### src/hdl/pink_noise_shaping_filter_defines.svh
// Assertion helpers for the pink noise shaping filter.
// Both sample on the rising edge of clk and are off while arst_n is low.
`ifndef PINK_NOISE_SHAPING_FILTER_DEFINES_SVH
`define PINK_NOISE_SHAPING_FILTER_DEFINES_SVH

// Same-cycle implication.
`define PNSF_ASSERT_IMP(name, ante, cons, msg) \
	name: assert property (@(posedge clk) disable iff (!arst_n) (ante) |-> (cons)) \
		else $error(msg);

// Next-cycle implication.
`define PNSF_ASSERT_NXT(name, ante, cons, msg) \
	name: assert property (@(posedge clk) disable iff (!arst_n) (ante) |=> (cons)) \
		else $error(msg);

`endif

### src/hdl/pnsf_pkg.sv
`default_nettype none
package pnsf_pkg;

	localparam int COEF_W    = 18;
	localparam int COEF_FRAC = 17;
	localparam int NUM_POLES = 6;
	localparam int POLE_IDX_W = 3;
	localparam int NUM_STEPS = 16;
	localparam int STEP_W    = 4;
	localparam logic [STEP_W-1:0] LAST_STEP = STEP_W'(NUM_STEPS - 1);

	// Q1.17 coefficients
	localparam logic signed [COEF_W-1:0] G0 = 18'sd130923;
	localparam logic signed [COEF_W-1:0] G1 = 18'sd130196;
	localparam logic signed [COEF_W-1:0] G2 = 18'sd127009;
	localparam logic signed [COEF_W-1:0] G3 = 18'sd113574;
	localparam logic signed [COEF_W-1:0] G4 = 18'sd72090;
	localparam logic signed [COEF_W-1:0] G5 = -18'sd99824;
	localparam logic signed [COEF_W-1:0] D0 = 18'sd7277;
	localparam logic signed [COEF_W-1:0] D1 = 18'sd9840;
	localparam logic signed [COEF_W-1:0] D2 = 18'sd20166;
	localparam logic signed [COEF_W-1:0] D3 = 18'sd40696;
	localparam logic signed [COEF_W-1:0] D4 = 18'sd69855;
	localparam logic signed [COEF_W-1:0] D5 = -18'sd2215;
	localparam logic signed [COEF_W-1:0] DIRECT_COEF = 18'sd70281;
	localparam logic signed [COEF_W-1:0] DELAY_COEF  = 18'sd15195;
	localparam logic signed [COEF_W-1:0] OUT_SCALE   = 18'sd14418;
	localparam logic signed [COEF_W-1:0] NO_COEF     = 18'sd0;

	typedef enum logic [1:0] {
		A_STATE,
		A_WHITE,
		A_SUM
	} a_sel_t;

	typedef enum logic [2:0] {
		ACT_NONE,
		ACT_INIT,   // sum = delayed white term
		ACT_TMP,    // hold rounded feedback product
		ACT_POLE,   // write pole state, accumulate
		ACT_SUMW,   // accumulate direct white term
		ACT_DELAY,  // reload delayed white term
		ACT_OUT     // final rounding, result out
	} act_t;

	typedef enum logic {
		J_NEXT,
		J_HOLD      // wait here until the output register is free, then end
	} jmp_t;

	typedef struct packed {
		a_sel_t                  a_sel;
		logic signed [COEF_W-1:0] coef;
		logic [POLE_IDX_W-1:0]   rd_idx;
		logic [POLE_IDX_W-1:0]   wr_idx;
		act_t                    act;
		jmp_t                    jmp;
	} ucode_t;

	function automatic ucode_t mk_uc(
		input a_sel_t                   a_sel,
		input logic signed [COEF_W-1:0] coef,
		input logic [POLE_IDX_W-1:0]    rd_idx,
		input logic [POLE_IDX_W-1:0]    wr_idx,
		input act_t                     act,
		input jmp_t                     jmp
	);
		ucode_t u;
		u.a_sel  = a_sel;
		u.coef   = coef;
		u.rd_idx = rd_idx;
		u.wr_idx = wr_idx;
		u.act    = act;
		u.jmp    = jmp;
		return u;
	endfunction

	// Each step but the last issues one multiply; each step but the first retires the product of the step before.
	function automatic ucode_t ucode_rom(input logic [STEP_W-1:0] step);
		ucode_t u;
		case (step)
			4'd0:  u = mk_uc(A_STATE, G0, 3'd0, 3'd0, ACT_INIT,  J_NEXT);
			4'd1:  u = mk_uc(A_WHITE, D0, 3'd0, 3'd0, ACT_TMP,   J_NEXT);
			4'd2:  u = mk_uc(A_STATE, G1, 3'd1, 3'd0, ACT_POLE,  J_NEXT);
			4'd3:  u = mk_uc(A_WHITE, D1, 3'd0, 3'd0, ACT_TMP,   J_NEXT);
			4'd4:  u = mk_uc(A_STATE, G2, 3'd2, 3'd1, ACT_POLE,  J_NEXT);
			4'd5:  u = mk_uc(A_WHITE, D2, 3'd0, 3'd0, ACT_TMP,   J_NEXT);
			4'd6:  u = mk_uc(A_STATE, G3, 3'd3, 3'd2, ACT_POLE,  J_NEXT);
			4'd7:  u = mk_uc(A_WHITE, D3, 3'd0, 3'd0, ACT_TMP,   J_NEXT);
			4'd8:  u = mk_uc(A_STATE, G4, 3'd4, 3'd3, ACT_POLE,  J_NEXT);
			4'd9:  u = mk_uc(A_WHITE, D4, 3'd0, 3'd0, ACT_TMP,   J_NEXT);
			4'd10: u = mk_uc(A_STATE, G5, 3'd5, 3'd4, ACT_POLE,  J_NEXT);
			4'd11: u = mk_uc(A_WHITE, D5, 3'd0, 3'd0, ACT_TMP,   J_NEXT);
			4'd12: u = mk_uc(A_WHITE, DIRECT_COEF, 3'd0, 3'd5, ACT_POLE, J_NEXT);
			4'd13: u = mk_uc(A_WHITE, DELAY_COEF,  3'd0, 3'd0, ACT_SUMW, J_NEXT);
			4'd14: u = mk_uc(A_SUM,   OUT_SCALE,   3'd0, 3'd0, ACT_DELAY, J_NEXT);
			4'd15: u = mk_uc(A_WHITE, NO_COEF,     3'd0, 3'd0, ACT_OUT,  J_HOLD);
			default: u = mk_uc(A_WHITE, NO_COEF,   3'd0, 3'd0, ACT_NONE, J_NEXT);
		endcase
		return u;
	endfunction

endpackage
`default_nettype wire

### src/hdl/pink_noise_shaping_filter.sv
// Each accepted word runs through the 16-step microprogram on one multiplier, and the
// block takes no new word until the last step retires into the output register.
// A new word is taken in the cycle the last step retires, if the output register is free.
// Reset (arst_n low, async): sequencer idle, output empty, all seven filter states zero.
// start_of_signal zeroes the states as the word is accepted.
`default_nettype none
`include "pink_noise_shaping_filter_defines.svh"
module pink_noise_shaping_filter #(
	parameter int SAMPLE_WIDTH = 16,
	parameter int STATE_WIDTH  = 28
) (
	input  wire logic                           clk,
	input  wire logic                           arst_n,
	input  wire logic                           in_valid,
	output logic                                in_stall,
	input  wire logic signed [SAMPLE_WIDTH-1:0] white_sample,
	input  wire logic                           start_of_signal,
	output logic                                out_valid,
	input  wire logic                           out_stall,
	output logic signed [SAMPLE_WIDTH-1:0]      pink_sample,
	output logic                                clipped
);
	import pnsf_pkg::*;

	// Sum of eight state-sized terms needs three guard bits; one spare.
	localparam int SUM_W = STATE_WIDTH + 4;
	localparam int PW    = SUM_W + COEF_W;   // product width

	// Shift that brings white * coef into state format; may be negative
	// (exact left shift) for narrow samples and wide states.
	localparam int W_SHIFT = (SAMPLE_WIDTH - 1) + COEF_FRAC - (STATE_WIDTH - 8);
	localparam int W_R     = (W_SHIFT > 0) ? W_SHIFT : 0;
	localparam int W_L     = (W_SHIFT < 0) ? -W_SHIFT : 0;
	localparam int W_RM1   = (W_R > 0) ? W_R - 1 : 0;
	// Sum (state format) * Q1.17 back into sample format.
	localparam int O_SHIFT = (STATE_WIDTH - 8) + COEF_FRAC - (SAMPLE_WIDTH - 1);

	localparam logic signed [PW:0] ONE    = {{PW{1'b0}}, 1'b1};
	localparam logic signed [PW:0] C_HALF = ONE <<< (COEF_FRAC - 1);
	localparam logic signed [PW:0] W_HALF = (W_R > 0) ? (ONE <<< W_RM1) : '0;
	localparam logic signed [PW:0] O_HALF = ONE <<< (O_SHIFT - 1);

	localparam logic signed [PW:0] ST_MAX =
		{{(PW - STATE_WIDTH + 2){1'b0}}, {(STATE_WIDTH - 1){1'b1}}};
	localparam logic signed [PW:0] ST_MIN = ~ST_MAX;
	localparam logic signed [PW:0] SMP_MAX =
		{{(PW - SAMPLE_WIDTH + 2){1'b0}}, {(SAMPLE_WIDTH - 1){1'b1}}};
	localparam logic signed [PW:0] SMP_MIN = ~SMP_MAX;

	function automatic logic signed [STATE_WIDTH-1:0] sat_state(
		input logic signed [PW:0] v
	);
		logic signed [STATE_WIDTH-1:0] r;
		if (v > ST_MAX)
			r = ST_MAX[STATE_WIDTH-1:0];
		else if (v < ST_MIN)
			r = ST_MIN[STATE_WIDTH-1:0];
		else
			r = v[STATE_WIDTH-1:0];
		return r;
	endfunction

	// ---------------------------------------------------------------
	// Sequencer
	// ---------------------------------------------------------------
	logic                busy_q;
	logic [STEP_W-1:0]   step_q;
	ucode_t              uc;
	logic                acc;
	logic                fin_go;

	assign uc = ucode_rom(step_q);

	// Conditional jump: the last step holds until the output register can take the word.
	assign fin_go   = busy_q && (uc.jmp == J_HOLD) && (!out_valid || !out_stall);
	assign in_stall = busy_q && !fin_go;
	assign acc      = in_valid && !in_stall;

	always_ff @(posedge clk or negedge arst_n) begin
		if (!arst_n) begin
			busy_q <= 1'b0;
			step_q <= '0;
		end else if (acc) begin
			busy_q <= 1'b1;
			step_q <= '0;
		end else if (fin_go) begin
			busy_q <= 1'b0;
			step_q <= '0;
		end else if (busy_q && uc.jmp == J_NEXT) begin
			step_q <= step_q + 1'b1;
		end
	end

	// ---------------------------------------------------------------
	// Datapath: one shared multiplier, product registered
	// ---------------------------------------------------------------
	logic signed [SAMPLE_WIDTH-1:0] w_q;
	logic signed [STATE_WIDTH-1:0]  pole_q [NUM_POLES];
	logic signed [STATE_WIDTH-1:0]  dly_q;
	logic signed [SUM_W-1:0]        sum_q;
	logic signed [STATE_WIDTH:0]    tmp_q;
	logic signed [PW-1:0]           prod_q;

	logic signed [SUM_W-1:0]        a_op;
	logic signed [PW:0]             p_ext;
	logic signed [PW:0]             rc;      // rounded to state, feedback product
	logic signed [PW:0]             rw;      // rounded to state, white product
	logic signed [PW:0]             ro;      // rounded to sample, output product
	logic signed [PW:0]             nv;
	logic signed [STATE_WIDTH-1:0]  nv_sat;
	logic signed [STATE_WIDTH-1:0]  dly_sat;

	always_comb begin
		case (uc.a_sel)
			A_STATE: a_op = SUM_W'(pole_q[uc.rd_idx]);
			A_WHITE: a_op = SUM_W'(w_q);
			A_SUM:   a_op = sum_q;
			default: a_op = '0;
		endcase
	end

	// The output product must stay put while the last step waits on out_stall.
	always_ff @(posedge clk) begin
		if (acc)
			w_q <= white_sample;
		if (busy_q && uc.jmp == J_NEXT)
			prod_q <= a_op * uc.coef;
	end

	// Round half up, then floor: add half an LSB and shift arithmetically.
	assign p_ext   = (PW + 1)'(prod_q);
	assign rc      = (p_ext + C_HALF) >>> COEF_FRAC;
	assign rw      = ((p_ext <<< W_L) + W_HALF) >>> W_R;
	assign ro      = (p_ext + O_HALF) >>> O_SHIFT;
	assign nv      = (PW + 1)'(tmp_q) + rw;
	assign nv_sat  = sat_state(nv);
	assign dly_sat = sat_state(rw);

	// Filter states: reset and start flag clear them.
	always_ff @(posedge clk or negedge arst_n) begin
		if (!arst_n) begin
			for (int i = 0; i < NUM_POLES; i++)
				pole_q[i] <= '0;
			dly_q <= '0;
		end else if (acc && start_of_signal) begin
			for (int i = 0; i < NUM_POLES; i++)
				pole_q[i] <= '0;
			dly_q <= '0;
		end else if (busy_q) begin
			case (uc.act)
				ACT_POLE:  pole_q[uc.wr_idx] <= nv_sat;
				ACT_DELAY: dly_q <= dly_sat;
				default: ;
			endcase
		end
	end

	// Working registers.
	always_ff @(posedge clk) begin
		if (busy_q) begin
			case (uc.act)
				ACT_INIT: sum_q <= SUM_W'(dly_q);
				ACT_TMP:  tmp_q <= rc[STATE_WIDTH:0];
				ACT_POLE: sum_q <= sum_q + SUM_W'(nv_sat);
				ACT_SUMW: sum_q <= sum_q + SUM_W'(rw);
				default: ;
			endcase
		end
	end

	// ---------------------------------------------------------------
	// Output register
	// ---------------------------------------------------------------
	logic                           out_valid_q;
	logic signed [SAMPLE_WIDTH-1:0] pink_q;
	logic                           clip_q;
	logic signed [SAMPLE_WIDTH-1:0] pink_sat;
	logic                           pink_clip;

	always_comb begin
		pink_clip = 1'b0;
		if (ro > SMP_MAX) begin
			pink_sat  = SMP_MAX[SAMPLE_WIDTH-1:0];
			pink_clip = 1'b1;
		end else if (ro < SMP_MIN) begin
			pink_sat  = SMP_MIN[SAMPLE_WIDTH-1:0];
			pink_clip = 1'b1;
		end else begin
			pink_sat = ro[SAMPLE_WIDTH-1:0];
		end
	end

	always_ff @(posedge clk or negedge arst_n) begin
		if (!arst_n)
			out_valid_q <= 1'b0;
		else if (fin_go)
			out_valid_q <= 1'b1;
		else if (!out_stall)
			out_valid_q <= 1'b0;
	end

	always_ff @(posedge clk) begin
		if (fin_go) begin
			pink_q <= pink_sat;
			clip_q <= pink_clip;
		end
	end

	assign out_valid   = out_valid_q;
	assign pink_sample = pink_q;
	assign clipped     = clip_q;

	// ---------------------------------------------------------------
	// Assertions
	// ---------------------------------------------------------------
	`PNSF_ASSERT_NXT(a_accept_restarts, acc, busy_q && step_q == '0,
		"accepted word did not start the microprogram at step zero")
	`PNSF_ASSERT_NXT(a_step_advances, busy_q && uc.jmp == J_NEXT && !acc,
		busy_q && step_q == $past(step_q) + 1'b1, "microprogram skipped or lost a step")
	`PNSF_ASSERT_IMP(a_result_from_last, $rose(out_valid_q),
		$past(busy_q) && $past(step_q) == LAST_STEP, "result appeared before the last step")

endmodule
`default_nettype wire

### config.mk
export PLATFORM = sky130hd
export DESIGN_NAME = pink_noise_shaping_filter
export DESIGN_NICKNAME = d
export VERILOG_FILES = /design/src/hdl/pnsf_pkg.sv /design/src/hdl/pink_noise_shaping_filter.sv
export VERILOG_INCLUDE_DIRS = /design/src /design/src/hdl
export SDC_FILE = /design/constraint.sdc
export NUM_CORES = 2
export LEC_CHECK = 0
export ABC_AREA = 1
export BUFFER_PORTS_ARGS = -buffer_cell sky130_fd_sc_hd__buf_4
export CORE_MARGIN = 5
export CORE_UTILIZATION = 40
export CTS_CLUSTER_DIAMETER = 100
export DETAILED_ROUTE_END_ITERATION = 7
export GPL_ROUTABILITY_DRIVEN = 0
export PLACE_DENSITY_LB_ADDON = 0.15
export REMOVE_ABC_BUFFERS = 1
export SLEW_MARGIN = 20
export SYNTH_ARGS = -nofsm -noshare
export SYNTH_HDL_FRONTEND = slang
export SYNTH_SLANG_ARGS = --single-unit
### constraint.sdc
create_clock -name clk -period 13.55 [get_ports clk]
set_input_delay 0.6775 -clock clk [delete_from_list [all_inputs] [get_ports clk]]
set_output_delay 0.6775 -clock clk [all_outputs]
set_load 0.005 [all_outputs]
---- Word level (Yosys, flattened, before mapping) ----
Memory sizes are Yosys's and may differ from the RTL's.
Index checks and enable logic that the tools add are counted.
word-level totals
  bits in registers ....................... 346
  ROM bits ................................ 480
  output and inout port bits .............. 19
  word-level logic and storage cells ...... 95
  memories kept ........................... 1
cells by class
  add/subtract/negate cells ............... 7
  multipliers ............................. 1
  order comparisons ....................... 9
  equality and inequality tests ........... 8
  multiplexer cells ....................... 27
  bitwise operators ....................... 3
  reduce and logical (&&, ||, !) cells .... 23
memory list
  memory           words  width  read ports  clocked after Yosys merged registers in  wr ports  RTL line        source
  (no name shown)  16     30     1           0                                        0         pnsf_pkg.sv:81  case (step)
operator list
  kind                                                                               number
  168-bit 2-to-1 mux                                                                 3
  28-bit 2-to-1 mux                                                                  10
  32-bit one-hot mux with 3 select lines                                             2
  168-bit bitwise mux                                                                1
  28-bit binary-select mux with 3-bit select                                         1
  28-bit demux with 3-bit select                                                     1
  50-bit by 13-bit adder with 51-bit output, second input constant                   1
  50-bit by 23-bit adder with 51-bit output, second input constant                   1
  32-bit by 18-bit multiplier with 50-bit output                                     1
  46-bit by 18-bit adder with 46-bit output, second input constant                   1
  29-bit by 39-bit adder with 40-bit output                                          1
  40-bit by 28-bit greater-than comparator with 1-bit output, second input constant  1
  40-bit by 28-bit < comparator with 1-bit output, second input constant             1
  39-bit by 28-bit greater-than comparator with 1-bit output, second input constant  1
  39-bit by 28-bit < comparator with 1-bit output, second input constant             1
  32-bit by 28-bit adder with 32-bit output                                          1
  32-bit adder                                                                       1
  29-bit by 16-bit greater-than comparator with 1-bit output, second input constant  1
  29-bit by 16-bit < comparator with 1-bit output, second input constant             1
  16-bit 2-to-1 mux                                                                  1
  4-bit 2-to-1 mux                                                                   3
  4-bit greater-or-equal comparator, second input constant                           2
  3-bit NOT with 4-bit output                                                        2
  2-bit AND reduction                                                                4
  other kinds (16)                                                                   35

---- Logic depth before layout (Yosys ltp) ----
  depth after elaboration ................. 10
  depth in mapped cells ................... 46
  gate-level depth less buffers ........... 45

---- Worst setup path before layout ----
No wires, ideal clock.
  path type ............................... reg2reg
  from .................................... register step_q[0]
  to ...................................... register prod_q[49] (data pin)
  setup time .............................. 0.252 ns
  arrival ................................. 7.656 ns
  required time ........................... 13.298 ns
  setup slack ............................. 5.642 ns
  cell stages (with the launch flop) ...... 34
  buffers on the path ..................... 3
  clock period less this slack ............ 7.908 ns
  cell sequence ........................... dfrtp_1 -> inv_1 -> clkbuf_1 -> ha_1 -> nand2_1 -> nor2_2 -> inv_1 -> nor2_1 -> clkbuf_1 -> a21oi_1 -> and2_0 -> buf_2 -> nor2_1 -> inv_1 -> fa_1 -> inv_1 -> fa_1 -> inv_1 -> fa_1 -> fa_1 -> inv_1 -> fa_1 -> inv_1 -> fa_1 -> inv_1 -> ha_1 -> a21oi_1 -> o21ai_0 -> a21oi_1 -> nor2_1 -> a211oi_1 -> nand2_1 -> nand2_1 -> nand2_1
between the ends
  longest elaborated chain between the ends .. 7
  elaborated cells between the ends (all ways) .. 10
RTL lines
  item                                                   RTL line                          source
  start: declaration                                     pink_noise_shaping_filter.sv:67   logic [STEP_W-1:0] step_q;
  start signal: assignment                               pink_noise_shaping_filter.sv:90   step_q <= step_q + 1'b1;
  memory 16 x 30 bit (*)                                 --
  3-bit NOT with 4-bit output (implied by the code)      pink_noise_shaping_filter.sv:115  A_STATE: a_op = SUM_W'(pole_q[uc.rd_idx]);
  28-bit binary-select mux with 3-bit select             pink_noise_shaping_filter.sv:115
  28-bit 2-to-1 mux (implied by the code) (2 in series)  pink_noise_shaping_filter.sv:115
  32-bit one-hot mux with 3 select lines                 pink_noise_shaping_filter.sv:114  case (uc.a_sel)
  32-bit by 18-bit multiplier with 50-bit output (*)     pink_noise_shaping_filter.sv:127  prod_q <= a_op * uc.coef;
  end signal: assignment                                 pink_noise_shaping_filter.sv:127
  end: declaration                                       pink_noise_shaping_filter.sv:102  logic signed [PW-1:0] prod_q;
Every way passes the cells marked *; elsewhere a longest branch is shown, timed or not. The select of a mux whose other input is x is not followed.
A chain may end at the register's enable or synchronous reset.

---- Final worst setup path ----
  from .................................... register step_q[2]
  to ...................................... register prod_q[48] (data pin)
The elaborated chain is that of the path after synthesis.

==> out/summary.md <==
The global-route total usage across every layer was 25.81%. Entering global routing, the biggest net connects 87 pins. The master of the slowest instance on the critical path was dfrtp_1. Counting instances in the post-synthesis netlist gives the leading cell types as 1,902 x nand2_1, 1,034 x inv_1, 554 x fa_1, 476 x nor2_1, 207 x ha_1.

The gate family responsible for the most delay along the worst path is adder cells. The number of DRC markers after the initial detailed-route iteration is 3,244, and the mean instance size in the synthesized netlist is 7.468 sq um. The run gives 21.32% as the fraction of the yosys area taken by sequential cells. By area, the combinational part of the netlist is dominated by adder cells. For the distinct cell type count of the synthesized netlist, the log shows 61.

The total clock sinks was 335. Clock latency at the later pin of the worst-skew pair: 0.60 ns. Buffers inserted during clock tree synthesis total 41. In the routed design, unresolved DRC markers number 0.

The area of the core region is 105,400 sq um. The run gives 0 as the number of failing hold endpoints at the final stage. Along the worst path, the maximum fanout reaches 31. The tools report the initial antenna violation count as 2.

The worst-margin pin slew works out to 1.170 ns. The run gives 13.87 ns as the endpoint required time on the critical path. The tools report the highest clock rate as 0.1041 GHz.

The Yosys step of the flow raised 0 warnings. For this run, the post-layout net count is 6,415. Dividing the detail-routed wire length by the instance count gives 20.71 um. Area share of fa/ha/maj cells after synthesis: 32.23%.

The floorplan has 119 rows. The critical path class is flip-flop to flip-flop. The critical path starts at step_q[2]$_DFFE_PN0P_.

The width of the die came out at 335.7 um. The routed layout has 36,580 vias. The global route total overflow was 0; the clock transition at the registers of the reported paths was 0.06 ns.

The final layout contains routed wiring with a total length of 146,200 um. Summing all placed instances gives a cell area of 44,130 sq um. The final max-slew violation count is 0.

The worst reg2reg path startpoint is step_q[2]$_DFFE_PN0P_. The initial utilization of the core area, before any placement, comes to 40.26%. The worst path buffer plus inverter count is 10, and the area added between synthesis and finish is 7.278%.

The tools report the number of ports placed on the die boundary as 40. Setup repair after global routing left no endpoint under its margin. The worst setup path is launched from a flip-flop. Clock skew on the completed layout was measured at 0.03824 ns. The run gives 0 as the max capacitance violation total. The flow ran to the end, and the final reports show no timing, DRC or antenna violations.

The critical path runs through a total of 31 cells. In this run the tightest slew margin relative to its limit is 21.90%. Global-route wire length before repair: 221,600 um. In this run the worst hold path is classified as input port to asynchronous set/reset pin. The post-synthesis share of cell area spent on xor and xnor gates is 3.072%, and the chip height is 335.7 um. Summing the areas of all compound-gate instances in the mapped netlist gives 6.226% of the synthesized area. The area share of and/or/nand/nor cells after synthesis is 25.67%, and the port buffer count is 39.

In the synthesized netlist the dominant register cell turns out to be dfrtp_1. Summed over all instances, the cell type with the most area after synthesis is fa_1. The run gives 0 as the setup violation total in the final timing report. Counting along the longest clock path gives a buffer depth of 3. The ratio of cells with drive above 1 in the final layout was 4.220%; the count of antenna-violating nets left after detailed routing was 0.

Dividing the detail-routed via count by the number of cells gives 5.184. For the area enclosed by the die boundary, the log shows 112,700 sq um. The final clock period utilization by the worst path was 70.89%; the area share of the leading cell type in the synthesized netlist was 26.13%. In the synthesized netlist, the number of instances is 5,683. Final period demand of the worst path: 9.606 ns. The worst endpoint data arrival time is 9.93 ns, and the number of flops mapped to enable cells by yosys is 133. For the post-synthesis cell area, the log shows 42,440 sq um. The root cell of the clock tree was clkbuf_16.

For the via count of the first global-routing pass, the log shows 36,360. Once the clock tree was built, the setup fixing pass inserted 0 buffers. Summed over all failing endpoints, the final setup total negative slack is 0 ns. The number of detailed-route iterations in the first pass was 6; the proportion of synthesized area in mux cells was 0.02653%. The worst setup path is captured at a flip-flop.

The number of hold buffers added after CTS was 0. The most instantiated library cell after synthesis is nand2_1. The worst reg-to-reg path cell count was 31. TritonCTS built the clock tree.

The count of state elements after synthesis works out to 335. Gates resized during post-CTS repair numbered 0. The tools report the deepest level of the CTS H-tree as 2. In this design, the stage delay of the slowest critical-path cell is 0.79 ns.

The run gives 114,000 um as the detailed placement HPWL. Yosys attributes the largest share of cell area to fa_1 26%, nand2_1 17%, dfrtp_1 12%. After routing the design area is 45,530 sq um. Of all flip-flops after synthesis, the portion carrying an async set or reset was 60.30%.
-- flip-flops by register name, indices dropped and copies added, names as in the netlist --
name	flops
pink_sample	16
busy_q	1
step_q	4
dly_q	28
w_q	16
clipped	1
prod_q	39
pole_q	168
out_valid	1
tmp_q	29
sum_q	32
-- final timing paths --
kind                                            to  slack [ns]
setup / recovery              prod_q[48]$_DFFE_PP_        3.94
hold / removal               dly_q[14]$_DFFE_PN0P_        0.12
setup reg to reg              prod_q[48]$_DFFE_PP_        3.94
hold reg to reg            pole_q[106]$_DFFE_PN0P_        0.47
max in group asynchronous  pole_q[105]$_DFFE_PN0P_       11.18
min in group clk                  w_q[3]$_DFFE_PP_        0.26
-- routing by layer --
metal	global-route usage (%)	share of wire (%)	vias up
li1	-	-	17040
met1	34.90	43	18070
met2	42.43	46	1233
met3	3.677	6.6	234
met4	9.656	4.2	2
met5	0	0.0096	-
-- through the flow --
stage,std cells,hold slack (ns),setup slack [ns],util [%]
after floorplan,5501,0.3819,2.737,-
after global placement,6980,0.4587,4.082,41.86
after detailed placement,6980,0.4609,4.018,41.86
after CTS,7053,0.1214,3.968,43.16
after global routing,7054,0.1637,3.200,43.19
final,7056,0.1218,3.944,43.19
-- area by class of cell --
type | count | area (sq um)
Inverter | 1081 | 4058
Fill cell | 11050 | 59880
Timing Repair Buffer | 89 | 694.4
Antenna cell | 2 | 5.005
Sequential cell | 335 | 9049
Tap cell | 1391 | 1740
Clock buffer | 58 | 1140
Multi-Input combinational cell | 4085 | 28610
Clock inverter | 15 | 231.5
-- placed cells by master, fill, tap and decap left out, types with 4 or more instances in the layout --
| cell type | Yosys | final |
|---|---|---|
| a21oi_1 | 166 | 165 |
| o211ai_1 | 6 | 6 |
| a211oi_1 | 5 | 5 |
| xnor2_1 | 34 | 34 |
| a22oi_1 | 14 | 14 |
| o21ai_0 | 154 | 153 |
| nand4_1 | 25 | 25 |
| nand3_1 | 178 | 178 |
| and2_1 | 21 | 21 |
| a21o_1 | 9 | 9 |
| o21a_1 | 5 | 5 |
| ha_1 | 207 | 207 |
| nor2_2 | 13 | 17 |
| o221ai_1 | 27 | 27 |
| or2_2 | 7 | 7 |
| nor3_1 | 47 | 46 |
| nor2_1 | 476 | 469 |
| clkbuf_8 | 0 | 6 |
| buf_4 | 6 | 87 |
| inv_1 | 1034 | 1033 |
| clkinv_1 | 25 | 27 |
| clkbuf_1 | 109 | 12 |
| clkbuf_16 | 0 | 41 |
| o21ai_1 | 8 | 9 |
| fa_1 | 554 | 554 |
| o21bai_1 | 9 | 9 |
| edfxtp_1 | 133 | 133 |
| nand2_1 | 1902 | 1901 |
| xor2_1 | 113 | 113 |
| inv_2 | 22 | 23 |
| and3_1 | 4 | 4 |
| bufinv_16 | 0 | 4 |
| dfrtp_1 | 202 | 202 |
| a31oi_1 | 30 | 30 |
| nor2_4 | 7 | 10 |
| nand2_2 | 8 | 8 |
| nor3_2 | 5 | 6 |
| nor4_1 | 10 | 9 |
-- kinds of logic (layout without fill, tap and decap cells) --
family / count (synthesis) / count (layout)
AND/OR/NAND/NOR: 2719 / 2719
buffers and inverters: 1263 / 1243
adder cells (fa/ha/maj): 761 / 761
AO/OA/AOI/OAI: 456 / 456
flip-flops: 335 / 335
XOR/XNOR: 148 / 148
multiplexers: 1 / 1
other: 0 / 2
Power is not shown: default switching activity piles up to over one toggle a cycle in this logic, so the estimate is an artifact.
